$ cat config.mk
export PLATFORM = sky130hd
export DESIGN_NAME = traffic_loop_record_decoder
export DESIGN_NICKNAME = d
export VERILOG_FILES = /design/src/hw/rtl/tlrd_pkg.sv /design/src/hw/rtl/tlrd_ctrl.sv /design/src/hw/rtl/tlrd_dp.sv /design/src/hw/rtl/traffic_loop_record_decoder.sv
export VERILOG_INCLUDE_DIRS = /design/src /design/src/hw/rtl
export SDC_FILE = /design/constraint.sdc
export NUM_CORES = 1
export LEC_CHECK = 0
export BUFFER_PORTS_ARGS = -buffer_cell sky130_fd_sc_hd__clkbuf_2
export CORE_UTILIZATION = 62
export DETAILED_ROUTE_END_ITERATION = 6
export GPL_ROUTABILITY_DRIVEN = 0
export GPL_TIMING_DRIVEN = 1
export PLACE_DENSITY_LB_ADDON = 0.3
export SYNTH_ARGS = -nofsm -noshare
export SYNTH_HDL_FRONTEND = slang
export SYNTH_SLANG_ARGS = --single-unit
export TNS_END_PERCENT = 1
$ cat constraint.sdc
create_clock -name clock -period 11.6 [get_ports clock]
set_clock_uncertainty 0.2 [all_clocks]
set_input_delay 0.58 -clock clock [delete_from_list [all_inputs] [get_ports clock]]
set_output_delay 0.58 -clock clock [all_outputs]
set_load 0.03 [all_outputs]
$ cat src/hw/rtl/traffic_loop_record_decoder_assert.svh
// ----------------------------------------------------------------------------
// Traffic loop record decoder assertion macros
// Assertion forms used by the decoder's controller.
// ----------------------------------------------------------------------------
`ifndef TRAFFIC_LOOP_RECORD_DECODER_ASSERT_SVH
`define TRAFFIC_LOOP_RECORD_DECODER_ASSERT_SVH

// Same-cycle implication under reset.
`define TLRD_ASSERT_NOW(label, clk, rst, ante, cons) \
   label: assert property (@(posedge clk) disable iff (rst) (ante) |-> (cons)) \
      else $error("traffic loop decoder check failed");

// Next-cycle implication under reset.
`define TLRD_ASSERT_NEXT(label, clk, rst, ante, cons) \
   label: assert property (@(posedge clk) disable iff (rst) (ante) |=> (cons)) \
      else $error("traffic loop decoder check failed");

`endif

$ cat src/hw/rtl/tlrd_pkg.sv
// ----------------------------------------------------------------------------
// Traffic loop record decoder package
// Word types, constants and control types shared by the decoder modules.
// ----------------------------------------------------------------------------
package tlrd_pkg;

   localparam int HeaderLen     = 10;
   localparam int RecordLen     = 5;
   localparam int CheckPos      = 4;
   localparam int DividendWidth = 29;
   localparam int DivisorWidth  = 14;
   localparam int DivSteps      = DividendWidth;
   localparam int StepWidth     = $clog2(DivSteps);
   localparam int OccWidth      = 12;
   localparam int OccShift      = 17;

   localparam logic [12:0] SpeedScale = 13'd4800;
   localparam logic [15:0] ThirdRecip = 16'hAAAB;

   typedef struct packed {
      logic [7:0] data_byte;
      logic       last_byte;
   } req_type;

   typedef enum logic {
      KIND_RECORD = 1'b0,
      KIND_ERROR  = 1'b1
   } result_kind_type;

   typedef struct packed {
      logic [0:0]  result_kind;
      logic [15:0] record_index;
      logic [1:0]  incident_code;
      logic        data_valid;
      logic [2:0]  loop_count;
      logic [10:0] scan_count;
      logic [11:0] occupancy_q4;
      logic [15:0] volume;
      logic [28:0] speed_q4;
      logic        speed_undefined;
   } rsp_type;

   typedef enum logic [1:0] {
      ST_IDLE,
      ST_MUL,
      ST_DIV,
      ST_DONE
   } ctrl_state_type;

   typedef enum logic [1:0] {
      MODE_HEADER  = 2'd0,
      MODE_RECORDS = 2'd1,
      MODE_IGNORE  = 2'd2
   } parse_mode_type;

   typedef struct packed {
      logic       store_byte;
      logic [1:0] store_index;
      logic       start_record;
      logic       start_error;
      logic       count_clear;
      logic       mul_load;
      logic       div_step;
      logic       out_load;
   } cmd_type;

   typedef struct packed {
      logic hdr_ok;
      logic out_busy;
   } sts_type;

endpackage

$ cat src/hw/rtl/tlrd_ctrl.sv
// ----------------------------------------------------------------------------
// Traffic loop record decoder controller
// Tracks the file parse position and sequences each record's arithmetic.
// ----------------------------------------------------------------------------
`include "traffic_loop_record_decoder_assert.svh"

module tlrd_ctrl
   import tlrd_pkg::*;
(
   input  logic    clock,
   input  logic    reset,
   input  logic    req_valid,
   input  logic    req_last,
   output logic    req_stall,
   input  sts_type sts,
   output cmd_type cmd
);

   ctrl_state_type       state_ff, state_in;
   parse_mode_type       mode_ff, mode_in;
   logic [3:0]           pos_ff, pos_in;
   logic [StepWidth-1:0] step_ff, step_in;
   logic                 accept;

   assign req_stall = (state_ff != ST_IDLE);
   assign accept    = req_valid && (state_ff == ST_IDLE);

   always_ff @(posedge clock) begin
      if (reset) begin
         state_ff <= ST_IDLE;
         mode_ff  <= MODE_HEADER;
         pos_ff   <= '0;
         step_ff  <= '0;
      end else begin
         state_ff <= state_in;
         mode_ff  <= mode_in;
         pos_ff   <= pos_in;
         step_ff  <= step_in;
      end
   end

   always_comb begin
      state_in = state_ff;
      mode_in  = mode_ff;
      pos_in   = pos_ff;
      step_in  = step_ff;
      cmd      = '0;
      cmd.store_index = pos_ff[1:0];

      unique case (state_ff)
         ST_IDLE: begin
            if (accept) begin
               case (mode_ff)
                  MODE_HEADER: begin
                     if (pos_ff == 4'(CheckPos) && !sts.hdr_ok) begin
                        cmd.start_error = 1'b1;
                        mode_in  = MODE_IGNORE;
                        state_in = ST_DONE;
                     end else if (pos_ff == 4'(HeaderLen - 1)) begin
                        mode_in = MODE_RECORDS;
                        pos_in  = '0;
                     end else begin
                        pos_in = pos_ff + 4'd1;
                     end
                  end
                  MODE_RECORDS: begin
                     if (pos_ff < 4'(RecordLen - 1)) begin
                        cmd.store_byte = 1'b1;
                        pos_in = pos_ff + 4'd1;
                     end else begin
                        if (!req_last) begin
                           cmd.start_record = 1'b1;
                           state_in = ST_MUL;
                        end
                        pos_in = '0;
                     end
                  end
                  default: begin
                  end
               endcase
               if (req_last) begin
                  pos_in          = '0;
                  mode_in         = MODE_HEADER;
                  cmd.count_clear = 1'b1;
               end
            end
         end
         ST_MUL: begin
            cmd.mul_load = 1'b1;
            step_in  = '0;
            state_in = ST_DIV;
         end
         ST_DIV: begin
            cmd.div_step = 1'b1;
            step_in = step_ff + StepWidth'(1);
            if (step_ff == StepWidth'(DivSteps - 1)) begin
               state_in = ST_DONE;
            end
         end
         ST_DONE: begin
            if (!sts.out_busy) begin
               cmd.out_load = 1'b1;
               state_in = ST_IDLE;
            end
         end
         default: begin
            state_in = ST_IDLE;
         end
      endcase
   end

   `TLRD_ASSERT_NOW(a_step_range, clock, reset, state_ff == ST_DIV,
                    step_ff < StepWidth'(DivSteps))
   `TLRD_ASSERT_NEXT(a_record_starts_mul, clock, reset, cmd.start_record,
                     state_ff == ST_MUL)
   `TLRD_ASSERT_NEXT(a_done_to_idle, clock, reset, cmd.out_load,
                     state_ff == ST_IDLE && !req_stall)

endmodule

$ cat src/hw/rtl/tlrd_dp.sv
// ----------------------------------------------------------------------------
// Traffic loop record decoder datapath
// Record byte store, record counter, products, serial divider and result word.
// ----------------------------------------------------------------------------
module tlrd_dp
   import tlrd_pkg::*;
(
   input  logic    clock,
   input  logic    reset,
   input  req_type req_data,
   input  cmd_type cmd,
   output sts_type sts,
   output logic    rsp_valid,
   input  logic    rsp_stall,
   output rsp_type rsp_data
);

   logic [7:0]               rec_ff [4];
   logic [15:0]              vol_ff;
   logic [15:0]              index_ff;
   logic [15:0]              count_ff, count_in;
   logic                     err_ff;
   logic [DividendWidth-1:0] quo_ff, quo_in;
   logic [DivisorWidth-1:0]  rem_ff, rem_in;
   logic [DivisorWidth-1:0]  divisor_ff;
   logic [OccWidth-1:0]      occ_ff;
   logic                     rsp_valid_ff, rsp_valid_in;
   rsp_type                  rsp_ff, rsp_in;

   logic [2:0]               loops;
   logic [10:0]              scan;
   logic [12:0]              scan_x4;
   logic [28:0]              occ_prod;
   logic [DividendWidth-1:0] dividend;
   logic [DivisorWidth:0]    rem_shift;
   logic                     fits;

   assign loops    = rec_ff[1][6:4];
   assign scan     = {rec_ff[1][2:0], rec_ff[2]};
   assign scan_x4  = {scan, 2'b00};
   assign occ_prod = 29'(scan_x4) * 29'(ThirdRecip);
   assign dividend = DividendWidth'(SpeedScale) * DividendWidth'(vol_ff);

   assign rem_shift = {rem_ff, quo_ff[DividendWidth-1]};
   assign fits      = (rem_shift >= {1'b0, divisor_ff});

   always_comb begin
      rem_in = rem_ff;
      quo_in = quo_ff;
      if (cmd.mul_load) begin
         rem_in = '0;
         quo_in = dividend;
      end else if (cmd.div_step) begin
         rem_in = fits ? DivisorWidth'(rem_shift - {1'b0, divisor_ff})
                       : DivisorWidth'(rem_shift);
         quo_in = {quo_ff[DividendWidth-2:0], fits};
      end
   end

   always_comb begin
      count_in = count_ff;
      if (cmd.count_clear) begin
         count_in = '0;
      end else if (cmd.start_record && count_ff != 16'hFFFF) begin
         count_in = count_ff + 16'd1;
      end
   end

   always_comb begin
      rsp_in = '0;
      if (err_ff) begin
         rsp_in.result_kind = KIND_ERROR;
      end else begin
         rsp_in.result_kind     = KIND_RECORD;
         rsp_in.record_index    = index_ff;
         rsp_in.incident_code   = rec_ff[0][7:6];
         rsp_in.data_valid      = rec_ff[1][7];
         rsp_in.loop_count      = loops;
         rsp_in.scan_count      = scan;
         rsp_in.occupancy_q4    = occ_ff;
         rsp_in.volume          = vol_ff;
         rsp_in.speed_undefined = (divisor_ff == '0);
         rsp_in.speed_q4        = (divisor_ff == '0) ? '0 : quo_ff;
      end
   end

   always_comb begin
      rsp_valid_in = rsp_valid_ff;
      if (cmd.out_load) begin
         rsp_valid_in = 1'b1;
      end else if (rsp_valid_ff && !rsp_stall) begin
         rsp_valid_in = 1'b0;
      end
   end

   always_ff @(posedge clock) begin
      if (reset) begin
         count_ff     <= '0;
         rsp_valid_ff <= 1'b0;
      end else begin
         count_ff     <= count_in;
         rsp_valid_ff <= rsp_valid_in;
      end
   end

   always_ff @(posedge clock) begin
      if (cmd.store_byte) begin
         rec_ff[cmd.store_index] <= req_data.data_byte;
      end
      if (cmd.start_record) begin
         vol_ff   <= {rec_ff[3], req_data.data_byte};
         index_ff <= count_ff;
         err_ff   <= 1'b0;
      end
      if (cmd.start_error) begin
         err_ff <= 1'b1;
      end
      if (cmd.mul_load) begin
         divisor_ff <= DivisorWidth'(loops) * DivisorWidth'(scan);
         occ_ff     <= occ_prod[OccShift +: OccWidth];
      end
      quo_ff <= quo_in;
      rem_ff <= rem_in;
      if (cmd.out_load) begin
         rsp_ff <= rsp_in;
      end
   end

   assign sts.hdr_ok   = !req_data.data_byte[7] && (req_data.data_byte[6:1] != '0);
   assign sts.out_busy = rsp_valid_ff && rsp_stall;
   assign rsp_valid    = rsp_valid_ff;
   assign rsp_data     = rsp_ff;

endmodule

$ cat src/hw/rtl/traffic_loop_record_decoder.sv
// ----------------------------------------------------------------------------
// Traffic loop record decoder
// Decodes a traffic-loop data file, one byte per word, into record results.
// ----------------------------------------------------------------------------
// The req channel carries one file byte per word, with last_byte set on the
// final byte of a file. The rsp channel carries one result word per decoded
// record, or a single error word when header byte 4 is out of range.
// Header bytes other than a bad check byte, record bytes 0 to 3 and ignored
// bytes are taken without stalling the input. The fifth byte of a record starts
// a product step and a restoring divider that produces one speed bit per cycle;
// the result is then loaded into the output register, and the input stalls until it is.
// An error word goes through ST_DONE into the output register after the
// bad header byte is accepted.
// The result sits in an output register; further bytes are accepted while
// it waits, but the next result is held until the register is taken.
// While rsp_stall is high the result word holds steady.
// Reset returns the parser to the start of a header, clears the record
// counter and empties the output register.
// ----------------------------------------------------------------------------
module traffic_loop_record_decoder
   import tlrd_pkg::*;
(
   input  logic    clock,
   input  logic    reset,
   input  logic    req_valid,
   output logic    req_stall,
   input  req_type req_data,
   output logic    rsp_valid,
   input  logic    rsp_stall,
   output rsp_type rsp_data
);

   cmd_type cmd;
   sts_type sts;

   tlrd_ctrl u_ctrl (
      .clock     (clock),
      .reset     (reset),
      .req_valid (req_valid),
      .req_last  (req_data.last_byte),
      .req_stall (req_stall),
      .sts       (sts),
      .cmd       (cmd)
   );

   tlrd_dp u_dp (
      .clock     (clock),
      .reset     (reset),
      .req_data  (req_data),
      .cmd       (cmd),
      .sts       (sts),
      .rsp_valid (rsp_valid),
      .rsp_stall (rsp_stall),
      .rsp_data  (rsp_data)
   );

endmodule

==> impl_metrics.env <==
export IMPL_die_x_um=160.5
export IMPL_ant_nets=0
export IMPL_rows=57
export IMPL_outcome="complete, no violations"
export IMPL_final_cells=1876
export IMPL_crit_chain="ha_1, inv_1, fa_1, inv_1, fa_1, inv_1, fa_1, inv_1, fa_1, ha_1, nand3_1, nor2_1, nand3b_1, o22a_1, o21ai_0, a41oi_1, xor2_1"
export IMPL_p_seq_share_pct=45.9
export IMPL_finalCritPeriodShare_pct=49.86
export IMPL_seq_area_mm2=0.006968
export IMPL_setup_slack_ns=5.817
export IMPL_reg2reg_from="u_dp.rec_ff[2][7]"
export IMPL_port_buffers=106
export IMPL_pwr_density_cell_mw_per_mm2=134.3
export IMPL_multi_input_area_mm2=0.007749
export IMPL_grt_max_degree=62
export IMPL_wl_um=29490
export IMPL_report_power_total_w=0.002327
export IMPL_holdBufCountCts=0
export IMPL_ys_types=65
export IMPL_tritoncts="built"
export IMPL_hold_ws_ns=0.1173
export IMPL_antenna_cells=0
export IMPL_critPathKind="flop to flop"
export IMPL_drt_iter0_drc=569
export IMPL_grt_ovfl_total=0
export IMPL_maxCapViolCount=0
export IMPL_grt_pass1_wl_um=49370
export IMPL_ir_worst_vdd_uv=123.2
export IMPL_synth_edff_count=198
export IMPL_h_tree_depth=1
export IMPL_cts_buffers=26
export IMPL_endpoint_kind="flop"
export IMPL_ys_seq_area_share_pct=44.72
export IMPL_critPathCapture="u_dp.occ_ff[11]"
export IMPL_reg2regPathDepth=17
export IMPL_setup_viol=0
export IMPL_place_ws_ns=5.888
export IMPL_hold_violations=0
export IMPL_critical_path_required_ns=11.68
export IMPL_synth_flop_cell="edfxtp_1"
export IMPL_period_needed_ns=5.783
export IMPL_ys_warn_count=0
export IMPL_fp_dieArea_mm2=0.02577
export IMPL_hold_class="input port to flop"
export IMPL_clock_latency_ns=0.55
export IMPL_path_clk_slew_ns=0.06
export IMPL_cp_start_kind="flop"
export IMPL_wl_per_cell_um=15.72
export IMPL_worstPathArrival_ns=5.86
export IMPL_viasPerCell=5.596
export IMPL_synth_nets=1683
export IMPL_synth_seq_cells=249
export IMPL_path_max_fanout=7
export IMPL_hpwl_um=21790
export IMPL_ioPinCount=107
export IMPL_grt_pass1_vias=10420
export IMPL_vias=10500
export IMPL_pwr_share_comb_pct=18.3
export IMPL_initial_utilization_pct=63.69
export IMPL_syn_area_mm2=0.01558
export IMPL_layout_common_cells="198 x inv_1, 198 x edfxtp_1, 172 x ha_1"
export IMPL_critPathSlowestCell="o21ai_0"
export IMPL_worst_slew_margin_rel_pct=20.56
export IMPL_post_cts_buffers=0
export IMPL_cts_path_max_buffers=3
export IMPL_dp_cells=1828
export IMPL_synth_largest_area_cell="edfxtp_1"
export IMPL_fin_nets=1790
export IMPL_rsz0062_at_grt="no"
export IMPL_fill_cells=1723
export IMPL_p_switching_w=0.0006469
export IMPL_r2r_end="u_dp.occ_ff[11]"
export IMPL_syn_avg_cell_area_um2=10.93
export IMPL_coreArea_mm2=0.02446
export IMPL_drv_slew=0
export IMPL_cts_resized=0
export IMPL_netlist_instances=1425
export IMPL_worstMarginPinSlew_ns=1.192
export IMPL_cts_sinks=249
export IMPL_grt_use_total_pct=23.50
export IMPL_setup_tns_ns=0
export IMPL_drive_gt1_share_pct=11.21
export IMPL_cts_root_buf="clkbuf_16"
export IMPL_p_clk_share_pct=35.8
export IMPL_leakagePower_nw=7.539
export IMPL_area_delta_synth_final_pct=11.18
export IMPL_max_freq_ghz=0.1729
export IMPL_antenna_found_initial=0
export IMPL_ys_async_sr_fraction_pct=0
export IMPL_cpPeakStageDelay_ns=0.57
export IMPL_switching_share_pct=27.80
export IMPL_drc=0
export IMPL_dr_pass1_iters=5
export IMPL_reg2reg_slack_ns=5.82
export IMPL_p_int_w=0.001680
export IMPL_netlist_area_leader_share_pct=38.16
export IMPL_netlist_top_cells_area="edfxtp_1 38%, ha_1 14%, fa_1 9.3%"
export IMPL_die_h_um=160.5
export IMPL_setup_worst_path_start="u_dp.rec_ff[2][7]"
power by group through the flow:
stage / Combinational [W] / Sequential, W / Clock [W]
3_5_place_dp: 0.000422 / 0.00109 / 0
3_3_place_gp: 0.000410 / 0.00108 / 0
5_1_grt: 0.000482 / 0.00108 / 0.000879
4_1_cts: 0.000426 / 0.00107 / 0.000843
6_report: 0.000426 / 0.00107 / 0.000832
2_1_floorplan: 0.000342 / 0.00107 / 0
Yosys cell counts (3+ instances only):
cell type and instances:
nor2b_1 66, a22o_1 4, nor3_1 17, edfxtp_1 198, and2_1 44, a21boi_0 6, ha_1 173, o22ai_1 3
or2_2 3, and3_1 9, nor2_1 94, clkbuf_1 29, xor2_1 18, fa_1 72, nor4_1 12, inv_1 198
a2111oi_0 6, xnor2_1 36, a211oi_1 20, a311oi_1 6, or3_1 8, o21a_1 3, o211ai_1 7, a22oi_1 3
nand2_1 94, buf_2 3, buf_1 3, nand4_1 14, dfxtp_1 51, nor4b_1 4, o21ai_0 47, a31oi_1 5
o21bai_1 7, o31ai_1 3, nand2b_1 6, nand3_1 25, mux2i_1 9, a21oi_1 61, a21o_1 22
worst max-delay path, delay by kind of cell (launching register included):
family	cells	cell delay [ns]
AOI/OAI and AO/OA	3	1.05
xor gates and xnor gates	1	0.18
adders and majority gates	6	2.75
buffers and inverters	4	0.35
DFF	1	0.53
and+or+nand+nor	3	0.48
metrics by stage:
| stage | util [%] | area [µm²] |
|---|---|---|
| global route | 70.81 | 17320 |
| floorplan | - | 15580 |
| finish | 70.81 | 17320 |
| CTS | 70.81 | 17320 |
| global placement | 67.27 | 16460 |
| detailed placement | 67.27 | 16460 |
how the worst min path moves through the flow:
stage | slack, ns | endpoint | from | cells past startpoint
final | 0.12 | u_dp.rec_ff[3][3] | req_data[4] | 1
after detailed placement | 0.20 | u_dp.vol_ff[13] | u_dp.rec_ff[3][5] | 0
after floorplan | 0.20 | u_dp.vol_ff[10] | u_dp.rec_ff[3][2] | 0
after CTS | 0.11 | u_dp.rec_ff[3][3] | req_data[4] | 1
after global routing | 0.1 | u_dp.rec_ff[3][3] | req_data[4] | 1
after global placement | 0.20 | u_dp.vol_ff[12] | u_dp.rec_ff[3][4] | 0
sequential cells by signal, indices dropped and copies added, names as in the netlist, 2 cells and up:
| signal | count |
|---|---|
| u_dp.rec_ff | 25 |
| u_dp.count_ff | 16 |
| u_ctrl.pos_ff | 4 |
| u_dp.rsp_data | 92 |
| u_dp.rem_ff | 14 |
| u_ctrl.mode_ff | 2 |
| u_ctrl.step_ff | 5 |
| u_dp.divisor_ff | 14 |
| u_dp.occ_ff | 12 |
| u_ctrl.state_ff | 2 |
| u_dp.vol_ff | 16 |
| u_dp.quo_ff | 29 |
| u_dp.index_ff | 16 |
metal layers:
layer	up-vias	GRT usage, %	part of all wire, %
li1	5160	-	-
met1	5010	31.21	45
met2	272	40.12	48
met3	56	3.616	5.0
met4	0	6.580	2.1
met5	-	0	0
final cells by class:
type                            instances  area share (%)
Sequential cell                       249           40.23
Multi-Input combinational cell        943           44.73
Timing Repair Buffer                  114           3.409
Tap cell                              324           2.340
Inverter                              198           4.291
Clock inverter                         18           1.040
Clock buffer                           30           3.958
cell families after synthesis:
logic type               count (synthesis)  synth area share (%)
AND/OR/NAND/NOR                        405                 13.11
flip-flops                             249                 44.72
adder cells (fa/ha/maj)                245                 23.14
buffers and inverters                  233                 5.638
AO/OA/AOI/OAI                          229                 9.701
XOR/XNOR                                54                 3.036
multiplexers                            10                0.6505
Note: power is estimated with default switching activity, not from simulation.
